`src/rtl/core/swd_pkg.sv`:
```
// Shared types, constants and microcode encodings for the successor-with-delete block.
package swd_pkg;

   localparam int TABLE_SIZE_DEFAULT = 1024;
   localparam int IDX_W = 10;

   typedef struct packed {
      logic             command;
      logic [IDX_W-1:0] index_value;
   } req_item_type;

   typedef struct packed {
      logic             found;
      logic [IDX_W-1:0] successor_index;
   } rsp_item_type;

   localparam logic CMD_REMOVE = 1'b0;
   localparam logic CMD_QUERY  = 1'b1;

   // Microprogram step addresses.
   typedef logic [4:0] pc_type;

   localparam pc_type ST_R_READ     = 5'd0;
   localparam pc_type ST_R_MARK     = 5'd1;
   localparam pc_type ST_R_LO_RD    = 5'd2;
   localparam pc_type ST_R_LO_CHK   = 5'd3;
   localparam pc_type ST_R_LO_FA    = 5'd4;
   localparam pc_type ST_R_LO_B     = 5'd5;
   localparam pc_type ST_R_LO_FB    = 5'd6;
   localparam pc_type ST_R_LO_CMP   = 5'd7;
   localparam pc_type ST_R_LO_LINK  = 5'd8;
   localparam pc_type ST_R_LO_MERGE = 5'd9;
   localparam pc_type ST_R_HI       = 5'd10;
   localparam pc_type ST_R_HI_CHK   = 5'd11;
   localparam pc_type ST_R_HI_FA    = 5'd12;
   localparam pc_type ST_R_HI_B     = 5'd13;
   localparam pc_type ST_R_HI_FB    = 5'd14;
   localparam pc_type ST_R_HI_CMP   = 5'd15;
   localparam pc_type ST_R_HI_LINK  = 5'd16;
   localparam pc_type ST_R_HI_MERGE = 5'd17;
   localparam pc_type ST_END        = 5'd18;
   localparam pc_type ST_Q_READ     = 5'd19;
   localparam pc_type ST_Q_CHK      = 5'd20;
   localparam pc_type ST_Q_FIND     = 5'd21;
   localparam pc_type ST_Q_LAST     = 5'd22;
   localparam pc_type ST_Q_NEXT     = 5'd23;
   localparam pc_type ST_Q_SELF     = 5'd24;
   localparam pc_type ST_Q_NONE     = 5'd25;
   localparam pc_type ST_LAST       = ST_Q_NONE;

   typedef enum logic [2:0] {
      MEM_IDLE,
      MEM_READ,
      MEM_MARK,
      MEM_LINK,
      MEM_MERGE
   } mem_op_type;

   typedef enum logic [2:0] {
      ADDR_X,
      ADDR_XLO,
      ADDR_XHI,
      ADDR_PARENT,
      ADDR_SMALL,
      ADDR_BIG
   } addr_sel_type;

   typedef enum logic [1:0] {
      ROOT_NONE,
      ROOT_A,
      ROOT_B
   } root_ld_type;

   typedef enum logic [1:0] {
      EMIT_OFF,
      EMIT_SELF,
      EMIT_NEXT,
      EMIT_NONE
   } emit_type;

   typedef enum logic [3:0] {
      COND_NONE,
      COND_ALWAYS,
      COND_OOR,
      COND_NO_LOW,
      COND_NO_HIGH,
      COND_NOT_DEL,
      COND_NOT_ROOT,
      COND_SAME_ROOT,
      COND_NO_SUCC
   } cond_type;

   typedef struct packed {
      mem_op_type   mem_op;
      addr_sel_type addr_sel;
      logic         node_ld;
      root_ld_type  root_ld;
      emit_type     emit;
      cond_type     cond;
      pc_type       target;
      logic         done;
   } ucode_word_type;

   localparam ucode_word_type UCODE_NOP = '{
      mem_op:   MEM_IDLE,
      addr_sel: ADDR_X,
      node_ld:  1'b0,
      root_ld:  ROOT_NONE,
      emit:     EMIT_OFF,
      cond:     COND_NONE,
      target:   ST_R_READ,
      done:     1'b0
   };

   typedef struct packed {
      logic oor;
      logic no_low;
      logic no_high;
      logic not_del;
      logic not_root;
      logic same_root;
      logic no_succ;
      logic clear_last;
   } status_type;

   typedef struct packed {
      logic           accept;
      logic           clear_en;
      ucode_word_type ucode;
   } seq_ctrl_type;

   typedef enum logic [1:0] {
      SEQ_CLEAR,
      SEQ_IDLE,
      SEQ_RUN
   } seq_state_type;

endpackage

```
`src/rtl/core/swd_sequencer.sv`:
```
// Step counter, conditional jumps and run control for the microprogram.
module swd_sequencer (
   input  logic                    clock,
   input  logic                    reset,
   input  logic                    start,
   input  logic                    command,
   input  swd_pkg::status_type     status,
   input  swd_pkg::ucode_word_type rom_word,
   output swd_pkg::pc_type         pc,
   output logic                    busy,
   output swd_pkg::seq_ctrl_type   ctrl
);
   import swd_pkg::*;

   seq_state_type state_ff, state_in;
   pc_type        pc_ff, pc_in;
   logic          jump_hit;
   logic          run;
   logic          accept;

   always_comb begin
      case (rom_word.cond)
         COND_NONE:      jump_hit = 1'b0;
         COND_ALWAYS:    jump_hit = 1'b1;
         COND_OOR:       jump_hit = status.oor;
         COND_NO_LOW:    jump_hit = status.no_low;
         COND_NO_HIGH:   jump_hit = status.no_high;
         COND_NOT_DEL:   jump_hit = status.not_del;
         COND_NOT_ROOT:  jump_hit = status.not_root;
         COND_SAME_ROOT: jump_hit = status.same_root;
         COND_NO_SUCC:   jump_hit = status.no_succ;
         default:        jump_hit = 1'b0;
      endcase
   end

   // Next state.
   always_comb begin
      state_in = state_ff;
      case (state_ff)
         SEQ_CLEAR: if (status.clear_last) state_in = SEQ_IDLE;
         SEQ_IDLE:  if (start) state_in = SEQ_RUN;
         SEQ_RUN:   if (rom_word.done) state_in = SEQ_IDLE;
         default:   state_in = SEQ_IDLE;
      endcase
   end

   // Outputs.
   always_comb begin
      busy          = (state_ff != SEQ_IDLE);
      run           = (state_ff == SEQ_RUN);
      accept        = start && (state_ff == SEQ_IDLE);
      ctrl.accept   = accept;
      ctrl.clear_en = (state_ff == SEQ_CLEAR);
      ctrl.ucode    = run ? rom_word : UCODE_NOP;
   end

   always_comb begin
      pc_in = pc_ff;
      if (accept) begin
         pc_in = (command == CMD_QUERY) ? ST_Q_READ : ST_R_READ;
      end else if (run && !rom_word.done) begin
         pc_in = jump_hit ? rom_word.target : pc_type'(pc_ff + 1'b1);
      end
   end

   always_ff @(posedge clock) begin
      if (reset) begin
         state_ff <= SEQ_CLEAR;
         pc_ff    <= ST_R_READ;
      end else begin
         state_ff <= state_in;
         pc_ff    <= pc_in;
      end
   end

   assign pc = pc_ff;

   a_pc_in_program: assert property (@(posedge clock) disable iff (reset)
      (state_ff == SEQ_RUN) |-> (pc_ff <= ST_LAST))
      else $error("step counter left the program");

   a_accept_runs: assert property (@(posedge clock) disable iff (reset)
      accept |=> (state_ff == SEQ_RUN) && (pc_ff == ST_Q_READ || pc_ff == ST_R_READ))
      else $error("accepted command did not enter its program");

   a_done_idles: assert property (@(posedge clock) disable iff (reset)
      (state_ff == SEQ_RUN && rom_word.done) |=> (state_ff == SEQ_IDLE))
      else $error("program end did not return to idle");

endmodule

```
`config.mk`:
```
export PLATFORM = sky130hd
export DESIGN_NAME = swd_sequencer
export DESIGN_NICKNAME = d
export VERILOG_FILES = /design/src/rtl/core/swd_pkg.sv /design/src/rtl/core/swd_sequencer.sv
export SDC_FILE = /design/constraint.sdc
export NUM_CORES = 1
export LEC_CHECK = 0
export BUFFER_PORTS_ARGS = -buffer_cell sky130_fd_sc_hd__buf_2
export CAP_MARGIN = 25
export CORE_AREA = 4 4 49 51
export DETAILED_ROUTE_END_ITERATION = 16
export DIE_AREA = 0 0 53 55
export PLACE_DENSITY_LB_ADDON = 0.08
export SLEW_MARGIN = 10
export SYNTH_ARGS = -nofsm -noshare
export SYNTH_HDL_FRONTEND = slang
export SYNTH_SLANG_ARGS = --single-unit
```
`constraint.sdc`:
```
create_clock -name clock -period 1.65 [get_ports clock]
set_clock_uncertainty 0.05 [all_clocks]
set_input_delay 0.33 -clock clock [delete_from_list [all_inputs] [get_ports clock]]
set_output_delay 0.33 -clock clock [all_outputs]
set_load 0.02 [all_outputs]
```
# Word-level counts from Yosys, hierarchy flattened
# Cells that the tools add are included.
[classes] n_mux=10 eq_ne=14 add_sub_neg=1 n_reduce_logical=6
[op_table] operator="two-way mux 21 bit" count=1
[op_table] operator="two-way mux 5 bit" count=4
[op_table] operator="== test 4 x 3 -> 1 bit, second input constant" count=4
[op_table] operator="== test 4 x 2 -> 1 bit, second input constant" count=2
[op_table] operator="one-hot mux 1 bit (8 select lines)" count=1
[op_table] operator="two-way mux 2 bit" count=3
[op_table] operator="inequality test 2 bit, second input constant" count=3
[op_table] operator="one-hot mux 2 bit (3 select lines)" count=1
[op_table] operator="adder 5 x 1 -> 5 bit, second input constant" count=1
[op_table] operator="== test 4 x 1 -> 1 bit, second input constant" count=1
[op_table] operator="== test 4 bit, second input constant" count=1
[op_table] operator="AND reduction 3 bit" count=1
[op_table] operator="== test 2 x 1 -> 1 bit, second input constant" count=1
[op_table] operator="== test 2 bit, second input constant" count=1
[op_table] operator="logical AND 1 bit" count=2
[op_table] operator="zero test 2 bit" count=1
[op_table] operator="inequality test 2 x 1 -> 1 bit, second input constant" count=1
[op_table] operator="nonzero test 2 bit" count=1
[op_table] operator="zero test 1 bit" count=1
[totals] inputBits=33 out_inout_bits=29 wordCells=33 register_bits=7

# Longest topological paths before layout
[depth] ltp_word=5 ltp_mapped=6

# Worst setup path after synthesis
# No wires, ideal clock.
[synth_timing] path_kind="reg2out" start="register state_ff[0]" end="output ctrl[0] in the netlist's numbering" setup_slack_ns=0.102 path_stages_with_launch=5 t_required_ns=1.270 arrival_time_ns=1.168 cell_sequence="dfxtp_1 clkbuf_1 nor2b_1 clkbuf_1 and2_1"
[synth_lines] item="start: declaration" line="swd_sequencer.sv:15" source="seq_state_type state_ff, state_in;"
[synth_lines] item="start signal: assignment" line="swd_sequencer.sv:71" source="state_ff <= state_in;"
[synth_lines] item="end: declaration" line="swd_sequencer.sv:11" source="output swd_pkg::seq_ctrl_type ctrl"

==> metrics.yaml <==
rows: 16
die-width_um: 53
stdcell_area_sq_um: 1150
post-route-util: 0.593
final-setup-viol-count: 0
syn_area_sq_um: 687
synth_edf_count: 0
layout_common_cells: "52 x buf_2, 21 x and2_1, 13 x buf_4"
drt-wirelength-per-cell_um: 11.6
p_leak_nw: 0.618
finalNonFillerCells: 184
final_common_cell: "buf_2"
pin_count: 62
rsz0062_at_grt: "no"
clock-sinks: 7
seq_area_sq_um: 144
die_h_um: 55
n_antenna_cell: 0
critical_path_class: "flop to primary output"
min_period_over_period: 0.956
cts-root-buf: "clkbuf_4"
yosys.area.top_type_share: 0.204
initial_utilization: 0.354
drc: 0
numCtsBuffers: 3
path_buf_inv: 2
grt_pass1_wl_um: 3240
clock_path_buffers: 2
crit_chain: "nor2b_4, buf_6, and2_1, buf_2"
multi_input_area_sq_um: 513
yosysWarnings: 0
synthArstFlopShare: 0
tritoncts: "built"
grt_remaining_overflow: 0
power_mw: 0.588
finalSetupTns_ns: 0
min_path_type: "input pin to flop"
cts.htree.levels: 1
ys.flop_type: "dfxtp_1"
final.setup.worst_slack_ns: 0.0730
num-fill-cells: 204
clk_pin_slew_worst_paths_ns: 0.05
insertion_delay_ns: 0.26
status: "finished clean"
period_needed_ns: 1.58
synth_cells: 88
wl_um: 2130
synth_nets: 122
dpl_cell_area_sq_um: 1030
die_area_sq_um: 2920
cp-start-kind: "flop"
dpl.hpwl_um: 1720
slew_headroom: 0.781
max_freq_mhz: 634
required_ns: 1.27
worstMarginPinSlew_ns: 0.325
synth-seq-cells: 7
io_buffers: 61
grt_pass1_vias: 803
ir_drop_v: 0.000321
vias_per_cell: 4.66
whs_ns: 0.234
cts.hold.buffers_added: 0
fin_nets: 192
finalHoldViolations: 0
dpl_worst_slack_ns: -0.121
grt_max_degree: 15
p_per_area_nw_per_um2: 511
drive_gt1_frac: 0.503
yosysTopAreaCell: "dfxtp_1"
routed-via-count: 858
syn_avg_cell_area_sq_um: 7.81
first_pass_iters: 4
ys_seq_area_frac: 0.204
drt_iter0_drc: 9
coreArea_sq_um: 1940
synth_area_leaders: "dfxtp_1 20%, and2_1 19%, mux2i_1 8.7%, a21oi_1 4.4%, nor2_1 4.4%"
ant_nets: 0
arrival_ns: 1.20
drv_cap: 0
path_max_fanout: 8
routabilityCongestion: 0.788
grt_use_total: 0.151
crit_path_top_delay_cell: "dfxtp_4"
ys_types: 26
critical-path-max-stage-delay_ns: 0.34
area_growth_pct: 67.6
end_kind: "primary output"
cp_top_family: "flip-flops"
antenna_found_initial: 0
slew_violations: 0
dp_cells: 175
path summary, 6_finish.rpt:
kind / endpoint / slack (ns) / cells after the start / start
max: ctrl[7] / 0.07 / 4 / state_ff[1]
min reg2reg: pc[3] / 0.46 / 2 / pc[3]
min: state_ff[1] / 0.23 / 2 / reset
max reg2reg: pc[2] / 0.25 / 7 / state_ff[1]
layer usage:
layer	up-vias	part of all wire	global-route usage
met5	-	0	0
met4	0	0.0066	0.0638
met3	2	0.12	0.0402
met2	50	0.45	0.244
met1	365	0.42	0.189
li1	441	-	-
state kept, by name (all words and copies together), names as in the netlist:
register / flops
pc: 5
state_ff: 2
power breakdown:
| group | internal (mW) | switching [mW] | leakage (nW) |
|---|---|---|---|
| Sequential | 0.178 | 0.00996 | 0.0579 |
| Combinational | 0.117 | 0.120 | 0.545 |
| Clock | 0.0928 | 0.0703 | 0.0150 |
| Total | 0.388 | 0.201 | 0.618 |
cell type report:
class | count | area share
Tap cell | 27 | 0.0293
Inverter | 6 | 0.0196
Timing Repair Buffer | 69 | 0.358
Multi-Input combinational cell | 71 | 0.446
Clock buffer | 4 | 0.0228
Sequential cell | 7 | 0.125
cell usage after synthesis, drive strengths merged (2+ instances only):
library cell   n
o22ai          2
clkbuf         3
dfxtp          7
nand2          2
and2          21
mux2i          6
nand3          2
a21oi          6
o21ai          4
o32ai          3
a41oi          2
inv            6
nor2           8
nor2b          5
nand2b         2
what timing repair did:
action / CTS / global route
gates resized for setup: 5 / 12
setup endpoints to repair: 21 / 22
gates cloned: 0 / 1
buffers inserted: 0 / 4
cell families (layout without fill, tap and decap cells):
kind of cell | after synthesis | after routing | share of synthesized area
adders and majority gates | 1 | 1 | 0.0182
DFF | 7 | 7 | 0.204
and+or+nand+nor | 44 | 44 | 0.373
AOI/OAI and AO/OA | 19 | 19 | 0.244
buffers and inverters | 10 | 79 | 0.0601
muxes | 6 | 6 | 0.0874
xor gates and xnor gates | 1 | 1 | 0.0128
No activity file was read; power rests on OpenSTA's default activity.
