[config.mk]
export PLATFORM = sky130hd
export DESIGN_NAME = swd_ucode_rom
export DESIGN_NICKNAME = d
export VERILOG_FILES = /design/src/rtl/core/swd_pkg.sv /design/src/rtl/core/swd_ucode_rom.sv
export SDC_FILE = /design/constraint.sdc
export NUM_CORES = 1
export LEC_CHECK = 0
export BUFFER_PORTS_ARGS = -buffer_cell sky130_fd_sc_hd__buf_2
export CAP_MARGIN = 25
export CORE_AREA = 5 5 42 44
export DETAILED_ROUTE_END_ITERATION = 16
export DIE_AREA = 0 0 47 49
export PLACE_DENSITY = 0.71
export SLEW_MARGIN = 20
export SYNTH_ARGS = -nofsm -noshare
export SYNTH_HDL_FRONTEND = slang
export SYNTH_SLANG_ARGS = --single-unit
[constraint.sdc]
create_clock -name vclk -period 3.2
set_input_delay 0.48 -clock vclk [all_inputs]
set_output_delay 0.48 -clock vclk [all_outputs]
set_load 0.02 [all_outputs]
[src/rtl/core/swd_pkg.sv]
// Shared types, constants and microcode encodings for the successor-with-delete block.
package swd_pkg;

   localparam int TABLE_SIZE_DEFAULT = 1024;
   localparam int IDX_W = 10;

   typedef struct packed {
      logic             command;
      logic [IDX_W-1:0] index_value;
   } req_item_type;

   typedef struct packed {
      logic             found;
      logic [IDX_W-1:0] successor_index;
   } rsp_item_type;

   localparam logic CMD_REMOVE = 1'b0;
   localparam logic CMD_QUERY  = 1'b1;

   // Microprogram step addresses.
   typedef logic [4:0] pc_type;

   localparam pc_type ST_R_READ     = 5'd0;
   localparam pc_type ST_R_MARK     = 5'd1;
   localparam pc_type ST_R_LO_RD    = 5'd2;
   localparam pc_type ST_R_LO_CHK   = 5'd3;
   localparam pc_type ST_R_LO_FA    = 5'd4;
   localparam pc_type ST_R_LO_B     = 5'd5;
   localparam pc_type ST_R_LO_FB    = 5'd6;
   localparam pc_type ST_R_LO_CMP   = 5'd7;
   localparam pc_type ST_R_LO_LINK  = 5'd8;
   localparam pc_type ST_R_LO_MERGE = 5'd9;
   localparam pc_type ST_R_HI       = 5'd10;
   localparam pc_type ST_R_HI_CHK   = 5'd11;
   localparam pc_type ST_R_HI_FA    = 5'd12;
   localparam pc_type ST_R_HI_B     = 5'd13;
   localparam pc_type ST_R_HI_FB    = 5'd14;
   localparam pc_type ST_R_HI_CMP   = 5'd15;
   localparam pc_type ST_R_HI_LINK  = 5'd16;
   localparam pc_type ST_R_HI_MERGE = 5'd17;
   localparam pc_type ST_END        = 5'd18;
   localparam pc_type ST_Q_READ     = 5'd19;
   localparam pc_type ST_Q_CHK      = 5'd20;
   localparam pc_type ST_Q_FIND     = 5'd21;
   localparam pc_type ST_Q_LAST     = 5'd22;
   localparam pc_type ST_Q_NEXT     = 5'd23;
   localparam pc_type ST_Q_SELF     = 5'd24;
   localparam pc_type ST_Q_NONE     = 5'd25;
   localparam pc_type ST_LAST       = ST_Q_NONE;

   typedef enum logic [2:0] {
      MEM_IDLE,
      MEM_READ,
      MEM_MARK,
      MEM_LINK,
      MEM_MERGE
   } mem_op_type;

   typedef enum logic [2:0] {
      ADDR_X,
      ADDR_XLO,
      ADDR_XHI,
      ADDR_PARENT,
      ADDR_SMALL,
      ADDR_BIG
   } addr_sel_type;

   typedef enum logic [1:0] {
      ROOT_NONE,
      ROOT_A,
      ROOT_B
   } root_ld_type;

   typedef enum logic [1:0] {
      EMIT_OFF,
      EMIT_SELF,
      EMIT_NEXT,
      EMIT_NONE
   } emit_type;

   typedef enum logic [3:0] {
      COND_NONE,
      COND_ALWAYS,
      COND_OOR,
      COND_NO_LOW,
      COND_NO_HIGH,
      COND_NOT_DEL,
      COND_NOT_ROOT,
      COND_SAME_ROOT,
      COND_NO_SUCC
   } cond_type;

   typedef struct packed {
      mem_op_type   mem_op;
      addr_sel_type addr_sel;
      logic         node_ld;
      root_ld_type  root_ld;
      emit_type     emit;
      cond_type     cond;
      pc_type       target;
      logic         done;
   } ucode_word_type;

   localparam ucode_word_type UCODE_NOP = '{
      mem_op:   MEM_IDLE,
      addr_sel: ADDR_X,
      node_ld:  1'b0,
      root_ld:  ROOT_NONE,
      emit:     EMIT_OFF,
      cond:     COND_NONE,
      target:   ST_R_READ,
      done:     1'b0
   };

   typedef struct packed {
      logic oor;
      logic no_low;
      logic no_high;
      logic not_del;
      logic not_root;
      logic same_root;
      logic no_succ;
      logic clear_last;
   } status_type;

   typedef struct packed {
      logic           accept;
      logic           clear_en;
      ucode_word_type ucode;
   } seq_ctrl_type;

   typedef enum logic [1:0] {
      SEQ_CLEAR,
      SEQ_IDLE,
      SEQ_RUN
   } seq_state_type;

endpackage

[src/rtl/core/swd_ucode_rom.sv]
// Microcode read-only table: one control word for each program step.
module swd_ucode_rom (
   input  swd_pkg::pc_type         pc,
   output swd_pkg::ucode_word_type ucode
);
   import swd_pkg::*;

   always_comb begin
      ucode = UCODE_NOP;
      case (pc)
         // Remove: read the entry, then mark it deleted.
         ST_R_READ: begin
            ucode.mem_op   = MEM_READ;
            ucode.addr_sel = ADDR_X;
            ucode.cond     = COND_OOR;
            ucode.target   = ST_END;
         end
         ST_R_MARK: begin
            ucode.mem_op   = MEM_MARK;
            ucode.addr_sel = ADDR_X;
            ucode.cond     = COND_NO_LOW;
            ucode.target   = ST_R_HI;
         end
         // Join with the lower neighbor when it is deleted.
         ST_R_LO_RD: begin
            ucode.mem_op   = MEM_READ;
            ucode.addr_sel = ADDR_XLO;
         end
         ST_R_LO_CHK: begin
            ucode.mem_op   = MEM_READ;
            ucode.addr_sel = ADDR_X;
            ucode.node_ld  = 1'b1;
            ucode.cond     = COND_NOT_DEL;
            ucode.target   = ST_R_HI;
         end
         ST_R_LO_FA: begin
            ucode.mem_op   = MEM_READ;
            ucode.addr_sel = ADDR_PARENT;
            ucode.node_ld  = 1'b1;
            ucode.root_ld  = ROOT_A;
            ucode.cond     = COND_NOT_ROOT;
            ucode.target   = ST_R_LO_FA;
         end
         ST_R_LO_B: begin
            ucode.mem_op   = MEM_READ;
            ucode.addr_sel = ADDR_XLO;
            ucode.node_ld  = 1'b1;
         end
         ST_R_LO_FB: begin
            ucode.mem_op   = MEM_READ;
            ucode.addr_sel = ADDR_PARENT;
            ucode.node_ld  = 1'b1;
            ucode.root_ld  = ROOT_B;
            ucode.cond     = COND_NOT_ROOT;
            ucode.target   = ST_R_LO_FB;
         end
         ST_R_LO_CMP: begin
            ucode.cond   = COND_SAME_ROOT;
            ucode.target = ST_R_HI;
         end
         ST_R_LO_LINK: begin
            ucode.mem_op   = MEM_LINK;
            ucode.addr_sel = ADDR_SMALL;
         end
         ST_R_LO_MERGE: begin
            ucode.mem_op   = MEM_MERGE;
            ucode.addr_sel = ADDR_BIG;
         end
         // Join with the upper neighbor when it is deleted.
         ST_R_HI: begin
            ucode.mem_op   = MEM_READ;
            ucode.addr_sel = ADDR_XHI;
            ucode.cond     = COND_NO_HIGH;
            ucode.target   = ST_END;
         end
         ST_R_HI_CHK: begin
            ucode.mem_op   = MEM_READ;
            ucode.addr_sel = ADDR_X;
            ucode.node_ld  = 1'b1;
            ucode.cond     = COND_NOT_DEL;
            ucode.target   = ST_END;
         end
         ST_R_HI_FA: begin
            ucode.mem_op   = MEM_READ;
            ucode.addr_sel = ADDR_PARENT;
            ucode.node_ld  = 1'b1;
            ucode.root_ld  = ROOT_A;
            ucode.cond     = COND_NOT_ROOT;
            ucode.target   = ST_R_HI_FA;
         end
         ST_R_HI_B: begin
            ucode.mem_op   = MEM_READ;
            ucode.addr_sel = ADDR_XHI;
            ucode.node_ld  = 1'b1;
         end
         ST_R_HI_FB: begin
            ucode.mem_op   = MEM_READ;
            ucode.addr_sel = ADDR_PARENT;
            ucode.node_ld  = 1'b1;
            ucode.root_ld  = ROOT_B;
            ucode.cond     = COND_NOT_ROOT;
            ucode.target   = ST_R_HI_FB;
         end
         ST_R_HI_CMP: begin
            ucode.cond   = COND_SAME_ROOT;
            ucode.target = ST_END;
         end
         ST_R_HI_LINK: begin
            ucode.mem_op   = MEM_LINK;
            ucode.addr_sel = ADDR_SMALL;
         end
         ST_R_HI_MERGE: begin
            ucode.mem_op   = MEM_MERGE;
            ucode.addr_sel = ADDR_BIG;
            ucode.done     = 1'b1;
         end
         ST_END: begin
            ucode.done = 1'b1;
         end
         // Query: out-of-range indices answer none, present entries answer themselves, else walk to the root.
         ST_Q_READ: begin
            ucode.mem_op   = MEM_READ;
            ucode.addr_sel = ADDR_X;
            ucode.node_ld  = 1'b1;
            ucode.cond     = COND_OOR;
            ucode.target   = ST_Q_NONE;
         end
         ST_Q_CHK: begin
            ucode.cond   = COND_NOT_DEL;
            ucode.target = ST_Q_SELF;
         end
         ST_Q_FIND: begin
            ucode.mem_op   = MEM_READ;
            ucode.addr_sel = ADDR_PARENT;
            ucode.node_ld  = 1'b1;
            ucode.root_ld  = ROOT_A;
            ucode.cond     = COND_NOT_ROOT;
            ucode.target   = ST_Q_FIND;
         end
         ST_Q_LAST: begin
            ucode.cond   = COND_NO_SUCC;
            ucode.target = ST_Q_NONE;
         end
         ST_Q_NEXT: begin
            ucode.emit = EMIT_NEXT;
            ucode.done = 1'b1;
         end
         ST_Q_SELF: begin
            ucode.emit = EMIT_SELF;
            ucode.done = 1'b1;
         end
         ST_Q_NONE: begin
            ucode.emit = EMIT_NONE;
            ucode.done = 1'b1;
         end
         default: begin
            ucode.done = 1'b1;
         end
      endcase
   end

endmodule

=== Word-level counts from Yosys, hierarchy flattened ===
Index checks and enable logic that the tools add are counted.

* Output and inout port bits: 21
* Logic and storage cells: 41
* Register bits after elaboration: 0
* Input bits: 5

* Reduce and logical (&&, ||, !) cells: 11
* Muxes and demuxes: 6
* Equality and inequality tests: 24

{| class="wikitable"
|+ Operator list
! cell !! count
|-
| $pmux W9 S15 || 1
|-
| $eq A5 B5 Y1 const B || 9
|-
| $pmux W6 S7 || 1
|-
| $eq A5 B4 Y1 const B || 8
|-
| $reduce_or A21 Y1 || 1
|-
| $eq A5 B3 Y1 const B || 4
|-
| $eq A5 B2 Y1 const B || 2
|-
| $reduce_or A10 Y1 || 1
|-
| $reduce_or A2 Y1 || 5
|-
| $pmux W2 S3 || 1
|-
| $eq A5 B1 Y1 const B || 1
|-
| $logic_not A5 Y1 || 1
|-
| $reduce_or A5 Y1 || 1
|-
| $pmux W2 S2 || 1
|-
| $reduce_or A4 Y1 || 1
|-
| $reduce_or A3 Y1 || 1
|-
| $mux W1 || 2
|}

=== Longest topological paths before layout ===
Gate-level depths: netlist of the first run.

* Depth after elaboration: 3
* Gate-level depth with buffers: 6
* Gate-level depth less buffers: 3

=== Worst setup path before layout of the first run ===
Ideal clock, no wire load.

* Path type: input -> output
* From: input port pc[2]
* To: output port ucode[4] (netlist bit)
* Path slack: 1.127 ns
* Data arrival time: 1.593 ns
* Required time: 2.720 ns
* Cell stages on the path: 5
* Cell sequence: buf_2 buf_2 o21ai_0 a21oi_1 o32ai_1

{| class="wikitable"
|+ RTL lines
! item !! RTL line !! RTL
|-
| from (decl) || swd_ucode_rom.sv:3 || <nowiki>input swd_pkg::pc_type pc,</nowiki>
|-
| to (decl) || swd_ucode_rom.sv:4 || <nowiki>output swd_pkg::ucode_word_type ucode</nowiki>
|}

==> results of run 1 <==
[layer usage]
metal,vias up,global-route usage (%),part of all wire [%]
met5,-,0,0
met2,14,21.5,49
met3,0,0.369,4.4
li1,352,-,-
met1,316,15.2,47
met4,0,0,0
[worst max path at each step]
| stage | startpoint | endpoint | slack [ns] | cells after the start |
|---|---|---|---|---|
| after floorplan | pc[2] | ucode[4] | 1.13 | 5 |
| after global placement | pc[2] | ucode[5] | 1.05 | 5 |
| after detailed placement | pc[2] | ucode[5] | 0.99 | 5 |
| after CTS | pc[2] | ucode[5] | 0.98 | 5 |
| after global routing | pc[2] | ucode[5] | 0.89 | 5 |
| final | pc[2] | ucode[5] | 0.96 | 5 |
[metrics by stage]
step | power [mW] | utilization, % | hold WS, ns | worst slack, ns
floorplan | 0.0797 | - | 1.19 | 1.13
detailed placement | 0.0995 | 45.0 | 1.49 | 0.986
global placement | 0.0978 | 45.0 | 1.47 | 1.05
global route | 0.108 | 45.0 | 1.53 | 0.891
finish | 0.0997 | 45.0 | 1.50 | 0.962
CTS | 0.0999 | 45.0 | 1.49 | 0.980
[power groups by stage]
stage | clock network (mW) | logic [mW] | registers, mW
global placement | 0 | 0.0978 | 0
floorplan | 0 | 0.0797 | 0
finish | 0 | 0.0997 | 0
detailed placement | 0 | 0.0995 | 0
CTS | 0 | 0.0999 | 0
global route | 0 | 0.108 | 0
[area by class of cell]
| class | instances | share of cell area (%) |
|---|---|---|
| inverter | 1 | 0.595 |
| multi-input combinational | 76 | 75.6 |
| tap | 16 | 3.17 |
| timing repair buffer | 26 | 20.6 |
[cell usage after synthesis, drive strengths merged, types with 2 or more instances]
cell type	count	area, µm²
a211oi	3	22.5
a21oi	9	45.0
and3	4	25.0
buf	12	73.8
nand2	7	26.3
nand2b	8	50.1
nand3b	2	15.0
nor2	8	30.0
nor2b	4	25.0
nor3	3	15.0
o21ai	7	35.0
or3	2	12.5
[cell families after synthesis]
group / count (synthesis) / share of synthesized area, %
buf+inv: 13 / 14.0
mux: 2 / 3.84
compound gates: 28 / 34.1
simple gates: 45 / 46.5
xor+xnor: 1 / 1.58
==> run_results.csv, run 1 <==
group,metric,value,unit
sta,report.final.hold_viol_count,0,
cells_and_area,n_antenna_cell,0,
sta,finalCritPeriodShare,69.9,%
outcome,status,"finished clean",
synthesis,synth_cell_area,554,µm²
sta,timing.final.max_slew_violations,0,
clock_tree,post_cts_repair_resize_count,0,
pwr,power_per_cell_area,158,nW/µm²
sta,timing.max_slew.rel_slack,70.4,%
place,placedInstanceArea,631,µm²
die,fp-row-count,14,
synthesis,yosys.cell_types.count,35,
routing,drtIter0Drc,10,
synthesis,syn-num-nets,94,
pwr,internal_power,34.7,µW
setup_path,endpoint_kind,"primary output",
pwr,power_switching_share,65.2,%
worst_hold_path,whs_path_depth,3,
cells_and_area,regArea,0,µm²
sta,report.final.setup_viol,0,
cells_and_area,nNetsFinal,110,
clock_tree,post_cts_setup_buffer_count,0,
die,io_pins,26,
synthesis,syn_avg_cell_area,6.23,µm²
pwr,static-leakage-power,0.299,nW
setup_path,crit_type,"in2out",
worst_hold_path,whs_endpoint,"ucode[6]",
global_route,antenna_found_initial,0,
die,die_y,49,µm
synthesis,yosysWarningCount,0,
die,core-area,1400,µm²
setup_path,required,2.72,ns
sta,fmaxAchievable,447,MHz
job,timing.max_cap.violations,0,
global_route,grt_util_all_layers,11.6,%
cells_and_area,fill_cells,164,
die,floorplan.die.width,47,µm
cells_and_area,drive_gt1_share,28.2,%
cells_and_area,final_area,631,µm²
global_route,maximum_number_of_pins_on_one_net_before_global_route_repair,29,
setup_path,critical_path.top_delay_family,"simple AND/OR/NAND/NOR gates",
sta,rsz_0062_raised_after_global_routing,"false",
routing,route.detailed.vias_per_inst,5.73,
cells_and_area,final_cell_mix,"sky130_fd_sc_hd__buf_2 (26), sky130_fd_sc_hd__a21oi_1 (9), sky130_fd_sc_hd__nand2b_1 (8), sky130_fd_sc_hd__nor2_1 (8)",
setup_path,worstPathMaxFanout,28,
pwr,net-switching-power,65.0,µW
routing,drt_wl_total,1.46,mm
worst_hold_path,timing.hold.worst.start,"pc[0]",
cells_and_area,syn2layout_area_growth,13.8,%
cells_and_area,nFlopsAndLatches,0,
routing,post_drt_wl_per_cell,12.3,µm
die,initial_utilization,39.6,%
place,post-place-cells,119,
setup_path,setup.worst_path.start_class,"primary input",
sta,timing.final.crit_period,2.24,ns
cells_and_area,multiInputGateArea,477,µm²
pwr,power_frac_comb,100.0,%
setup_path,cpMaxStageDelayCell,"sky130_fd_sc_hd__buf_2",
synthesis,yosysSeqAreaShare,0,%
pwr,clockPowerShare,0,%
setup_path,crit_arrival,1.76,ns
routing,antenna_violating_nets_remaining,0,
setup_path,worstPathCellList,"buf_2 -> nand2b_1 -> and3_1 -> or3_1 -> buf_2",
routing,drcViolationCount,0,
global_route,grt_first_pass_wirelength,2.25,mm
worst_hold_path,min-delay-path-class,"in2out",
place,place.gp.congestion,0.728,
sta,setup_tns,0,ns
place,number_of_buffers_added_on_ports,26,
sta,worst_tran_pin_value,0.444,ns
global_route,grt_remaining_overflow,0,
place,hpwlAfterDp,990,µm
global_route,vias_in_the_first_global_route,527,
pwr,pwr-share-seq,0,%
routing,firstDrtPassIters,4,
synthesis,syn_inst,89,
clock_tree,hold_buffers,0,
cells_and_area,layout.cells.non_filler,119,
setup_path,timing.critical_path.slowest_cell_delay,0.37,ns
cells_and_area,layout_commonest_cell,"sky130_fd_sc_hd__buf_2",
routing,via_count,682,
setup_path,critPathBufInv,2,
setup_path,crit_path_frequent_cell,"sky130_fd_sc_hd__buf_2",
die,fp.dieArea,2300,µm²
pwr,vdd_drop_max,0.0000698,V
cells_and_area,num-clock-buffers,0,
No activity file was read; power rests on OpenSTA's default activity.
==> run 2: changes to the inputs <==
Settings changed: PLACE_DENSITY 0.71 to 0.74.
Clock period 3.2 ns to 1.8 ns, I/O delays scaled along.
==> run_results.csv, run 2 (synthesis results as in run 1) <==
group,metric,value,unit
clock_tree,post_cts_setup_buffer_count,0,
cells_and_area,n_antenna_cell,0,
die,floorplan.die.width,47,µm
routing,drcViolationCount,0,
cells_and_area,layout_commonest_cell,"sky130_fd_sc_hd__buf_2",
die,core-area,1400,µm²
sta,timing.final.crit_period,1.68,ns
sta,report.final.hold_viol_count,0,
global_route,grt_remaining_overflow,0,
setup_path,crit_type,"in2out",
worst_hold_path,min-delay-path-class,"in2out",
die,die_y,49,µm
global_route,grt_util_all_layers,13.3,%
cells_and_area,final_cell_mix,"sky130_fd_sc_hd__buf_2 (26), sky130_fd_sc_hd__a21oi_1 (9), sky130_fd_sc_hd__nand2b_1 (8), sky130_fd_sc_hd__nor2_1 (8)",
sta,setup_tns,0,ns
setup_path,setup.worst_path.start_class,"primary input",
pwr,power_per_cell_area,278,nW/µm²
routing,drt_wl_total,1.48,mm
die,fp.dieArea,2300,µm²
die,initial_utilization,39.6,%
cells_and_area,syn2layout_area_growth,21.9,%
routing,wl_met1,690,µm
cells_and_area,num-clock-buffers,0,
global_route,antenna_found_initial,0,
cells_and_area,regArea,0,µm²
pwr,static-leakage-power,0.328,nW
routing,via_count,696,
place,place.gp.congestion,0.832,
job,timing.max_cap.violations,0,
setup_path,worstPathMaxFanout,22,
die,io_pins,26,
place,dp_slack,0.132,ns
sta,fmaxAchievable,596,MHz
cells_and_area,drive_gt1_share,32.1,%
routing,route.detailed.vias_per_inst,5.57,
sta,timing.max_slew.rel_slack,76.5,%
routing,post_drt_wl_per_cell,11.8,µm
place,hpwlAfterDp,1.11,mm
clock_tree,post_cts_repair_resize_count,0,
sta,final.setup.worst_slack,0.122,ns
sta,finalCritPeriodShare,93.2,%
setup_path,endpoint_kind,"primary output",
global_route,maximum_number_of_pins_on_one_net_before_global_route_repair,23,
sta,rsz_0062_raised_after_global_routing,"false",
setup_path,required,1.53,ns
routing,drtIter0Drc,10,
cells_and_area,nFlopsAndLatches,0,
sta,worst_tran_pin_value,0.352,ns
outcome,status,"finished clean",
cells_and_area,nNetsFinal,116,
routing,top_layer,"met3",
clock_tree,hold_buffers,0,
routing,firstDrtPassIters,4,
routing,antenna_violating_nets_remaining,0,
global_route,grt_first_pass_wirelength,2.54,mm
routing,wl_met3,75,µm
setup_path,crit_arrival,1.41,ns
sta,report.final.setup_viol,0,
place,number_of_buffers_added_on_ports,26,
pwr,vdd_drop_max,0.000112,V
sta,timing.final.max_slew_violations,0,
routing,met2_length,711,µm
sta,whs,1.05,ns
global_route,vias_in_the_first_global_route,607,
die,fp-row-count,14,
[run 2: cell types whose count changed in the layout (fill, tap and decap cells not counted)]
cell / delta
sky130_fd_sc_hd__buf_4: +6
[run 2: critical path: stages]
cell and delay (ns):
sky130_fd_sc_hd__buf_2 0.22, sky130_fd_sc_hd__or4_1 0.49, sky130_fd_sc_hd__a21oi_1 0.15, sky130_fd_sc_hd__or3_1 0.12, sky130_fd_sc_hd__buf_2 0.15
[run 2: power breakdown]
part           switching [mW]  internal (mW)  total, mW
registers                   0              0          0
clock network               0              0          0
logic                   0.117         0.0704      0.188
[run 2: final timing paths]
check / slack (ns) / from / cells past startpoint / end
setup / recovery: 0.12 / pc[4] / 5 / ucode[5]
hold / removal: 1.05 / pc[0] / 4 / ucode[1]
[run 2: layout make-up]
cell class                 instances  area, µm²
tap                               16       20.0
multi-input combinational         76        477
inverter                           1       3.75
fill                             154        726
timing repair buffer              32        175
[run 2: routing by layer]
metal | up-vias | GRT usage (%)
li1 | 366 | -
met1 | 313 | 18.3
met2 | 17 | 23.5
met3 | 0 | 0.369
met4 | 0 | 0
met5 | - | 0
[run 2: through the flow]
step / std cells / cell area, µm² / utilization [%] / power, mW
floorplan: 89 / 554 / - / 0.142
global placement: 125 / 676 / 48.2 / 0.185
detailed placement: 125 / 676 / 48.2 / 0.188
CTS: 125 / 676 / 48.2 / 0.188
global route: 125 / 676 / 48.2 / 0.206
finish: 125 / 676 / 48.2 / 0.188
